**src/cbs_ram.sv**
```systemverilog
module cbs_ram #(
  parameter int WIDTH = 8,
  parameter int DEPTH = 16
) (
  input  logic                     clk,
  input  logic                     we,
  input  logic [$clog2(DEPTH)-1:0] waddr,
  input  logic [WIDTH-1:0]         wdata,
  input  logic [$clog2(DEPTH)-1:0] raddr,
  output logic [WIDTH-1:0]         rdata
);

  logic [WIDTH-1:0] mem [DEPTH];

  always_ff @(posedge clk) begin
    if (we) mem[waddr] <= wdata;
    rdata <= mem[raddr];
  end

endmodule

```
**config.mk**
```make
export PLATFORM = sky130hd
export DESIGN_NAME = cbs_ram
export DESIGN_NICKNAME = d
export VERILOG_FILES = /design/src/cbs_ram.sv
export SDC_FILE = /design/constraint.sdc
export NUM_CORES = 1
export LEC_CHECK = 0
export BUFFER_PORTS_ARGS = -buffer_cell sky130_fd_sc_hd__buf_2
export CORE_ASPECT_RATIO = 0.9
export CORE_MARGIN = 8
export CORE_UTILIZATION = 45
export CTS_BUF_LIST = sky130_fd_sc_hd__clkbuf_8
export DETAILED_ROUTE_END_ITERATION = 8
export GPL_ROUTABILITY_DRIVEN = 0
export SYNTH_ARGS = -nofsm -noshare
export SYNTH_HDL_FRONTEND = slang
export SYNTH_SLANG_ARGS = --single-unit
```
**constraint.sdc**
```tcl
create_clock -name clk -period 1.5 [get_ports clk]
set_input_delay 0.15 -clock clk [delete_from_list [all_inputs] [get_ports clk]]
set_output_delay 0.15 -clock clk [all_outputs]
set_load 0.01 [all_outputs]
```
==> summary.txt <==
Placement
  – I/O Buffers: 25
  – Post-placement cell count: 431
  – Hpwl dp: 6770 um

Synth
  – Post-synth top cells: 128 x edfxtp_1, 18 x mux4_2, 16 x a22oi_1
  – Post-synth top area share: 74.7%
  – Post-synthesis sequential area ratio: 77.8%
  – Top cell type by total area after synthesis: edfxtp_1
  – Count leader, synth: edfxtp_1
  – Post-synth EDFFs: 128
  – Post-synthesis cell count: 229
  – Commonest register cell after synthesis: edfxtp_1
  – Synth Net Count: 247
  – Yosys cell types: 19
  – Syn Area/Cell: 22.5 um^2
  – Synth Cell Area: 5150 um^2
  – FFs w/ async S/R, synth: 0%
  – Register bit total from synthesis: 136
  – Largest cells by area after synthesis: edfxtp_1 75%, mux4_2 7.9%, mux4_1 7.1%, dfxtp_1 3.1%, a22oi_1 2.3%
  – Ys Warns: 0

Power
  – Comb pwr share: 5.8%
  – Pint: 5.65 mW
  – Switching power: 1.81 mW
  – Leak Pwr: 2.06 nW
  – Pwr/cell area: 1230 nW/um^2
  – Reg power frac: 57.2%
  – Switching share of power: 24.2%
  – Maximum VDD drop: 0.000670 V
  – Clk network pwr share: 37.0%
  – Total power: 7.45 mW

Detailed routing
  – Routed Antenna Nets: 0
  – Drt via density: 5.31
  – Drt initial violations: 242
  – Residual DRC count: 0
  – DR WL/cell: 22.4 um
  – Post-Route WL: 10400 um
  – Vias: 2460
  – Initial DRT Pass Iterations: 4

Floorplanning
  – Die footprint: 15100 um^2
  – Core footprint: 11300 um^2
  – Die Ht: 117 um
  – Starting Density: 45.6%
  – Io pins: 26
  – Row cnt: 37
  – Die width: 129 um

Flow run
  – Max Cap Violations: 0

Timing
  – Setup violations, final: 0
  – FMAX: 0.719 GHz
  – Final hold vios: 0
  – Slew headroom: 41.0%
  – Min Tclk post-route: 1390 ps
  – Slew Viols, Final: 0
  – Tcrit/Tclk final: 92.7%
  – RSZ-0062 raised after global routing: false
  – Worst Skew: 10.7 ps
  – Slew @ Worst Pin: 883 ps

Clock network
  – Clock-pin slew on the worst setup and hold paths: 90 ps
  – CTS tree: done
  – Setup Fix Bufs, Post-CTS: 0
  – Cts hold-fix bufs: 0
  – H-tree depth: 4
  – Cts bufs inserted: 17
  – Root Buffer: clkbuf_8
  – Clk sinks: 136
  – Worst-Skew Late Latency: 430 ps
  – Post-cts repair resize count: 0
  – Clock Tree Buf Depth: 2

Final layout
  – Total Nets Final: 312
  – Multi-input logic area: 1060 um^2
  – # diodes: 0
  – Layout cells sized above 1: 35.2%
  – Filler cells: 913
  – Final Non-Filler Cells: 463
  – Register Area: 4000 um^2
  – Syn-to-layout area delta: 17.5%

Worst setup path
  – Crit Path Category: flip-flop to flip-flop
  – Peak per-stage delay on the critical path: 460 ps
  – Worst EP required: 1820 ps
  – Crit path DAT: 1710 ps
  – Max stage delay cell, worst path: mux4_2
  – Startpoint types: flip-flop
  – Cell family with most CP delay: multiplexers
  – CP Cell Sequence: mux4_2 > a22oi_1 > buf_4 > nand2_1
  – CP bufs+invs: 1
  – CP Max Fanout: 1
  – CP endpoint kind: flip-flop

Global route
  – First-pass GRT wire length: 15600 um
  – Vias in the first global route: 2491
  – Largest net degree at the start of global routing: 17
  – Antenna violations before repair: 0
  – GRT Util Overall: 14.5%
  – Grt ovf: 0

Min path
  – Hold WC Path Type: input pin to flip-flop

Outcome
  – Outcome: complete, no violations
per-layer routing:
metal	up-vias	share of wire [%]	routed length (um)	global-route usage, %
met2	68	48	4970	22.1
met3	12	6.4	667	4.85
met5	-	0	0	0
met1	1273	44	4580	19.2
met4	0	1.4	146	4.48
li1	1107	-	-	-
final cells by class:
class / count / share of cell area [%]
Sequential cell: 136 / 66.2
Clock inverter: 15 / 2.17
Timing Repair Buffer: 56 / 6.95
Multi-Input combinational cell: 83 / 17.6
Clock buffer: 17 / 3.87
Tap cell: 156 / 3.23
cells by family after synthesis:
kind of cell | Yosys count | synth area share [%]
compound gates | 16 | 2.33
buf+inv | 10 | 1.68
mux | 32 | 15.0
simple gates | 35 | 3.18
flops | 136 | 77.8
stage by stage:
step	setup slack (ps)	hold WS, ps	TNS, ps	area [um^2]	utilization (%)
floorplan	83.9	249	0	5150	-
global placement	-83.1	534	-174	5680	50.3
detailed placement	-81.9	548	-219	5680	50.3
CTS	104	72.0	0	6050	53.5
global route	43.2	72.0	0	6050	53.5
finish	109	90.8	0	6050	53.5
worst reg2reg max path, delay by kind of cell (launching register included):
kind            cells  cell delay, ps
simple gates        1              60
buf+inv             1             160
mux                 1             460
compound gates      1             240
flops               1             360
cells in the final DEF, fill, tap and decap left out, types with 2 or more instances in the layout:
master and instances:
buf_2 25, mux4_2 18, nand2_1 9, mux4_1 14, clkinvlp_4 3, a22oi_1 16
inv_6 7, inv_8 3, nor2_1 13, nand2b_1 2, buf_4 26, edfxtp_1 128
clkbuf_8 17, dfxtp_1 8, nor3_1 3, buf_12 5, nand3b_1 2
power groups by stage:
stage / combinational, mW / sequential, mW / clock (mW)
floorplan: 0.216 / 4.36 / 0
global placement: 0.437 / 4.35 / 0
detailed placement: 0.442 / 4.35 / 0
CTS: 0.442 / 4.26 / 2.81
global route: 0.473 / 4.27 / 3.00
finish: 0.435 / 4.26 / 2.76
flip-flops by register name, summed over array words and instances, names as in the netlist:
name and count:
mem 128, rdata 8
worst paths after layout:
check              endpoint       start  slack [ps]  cells after the start
setup / recovery   rdata[7]   mem[3][7]         110                      4
setup reg to reg   rdata[7]   mem[3][7]         110                      4
hold reg to reg    rdata[3]  mem[14][3]         670                      3
hold / removal    mem[6][4]    wdata[4]          90                      1
Note: power is estimated with default switching activity, not from simulation.
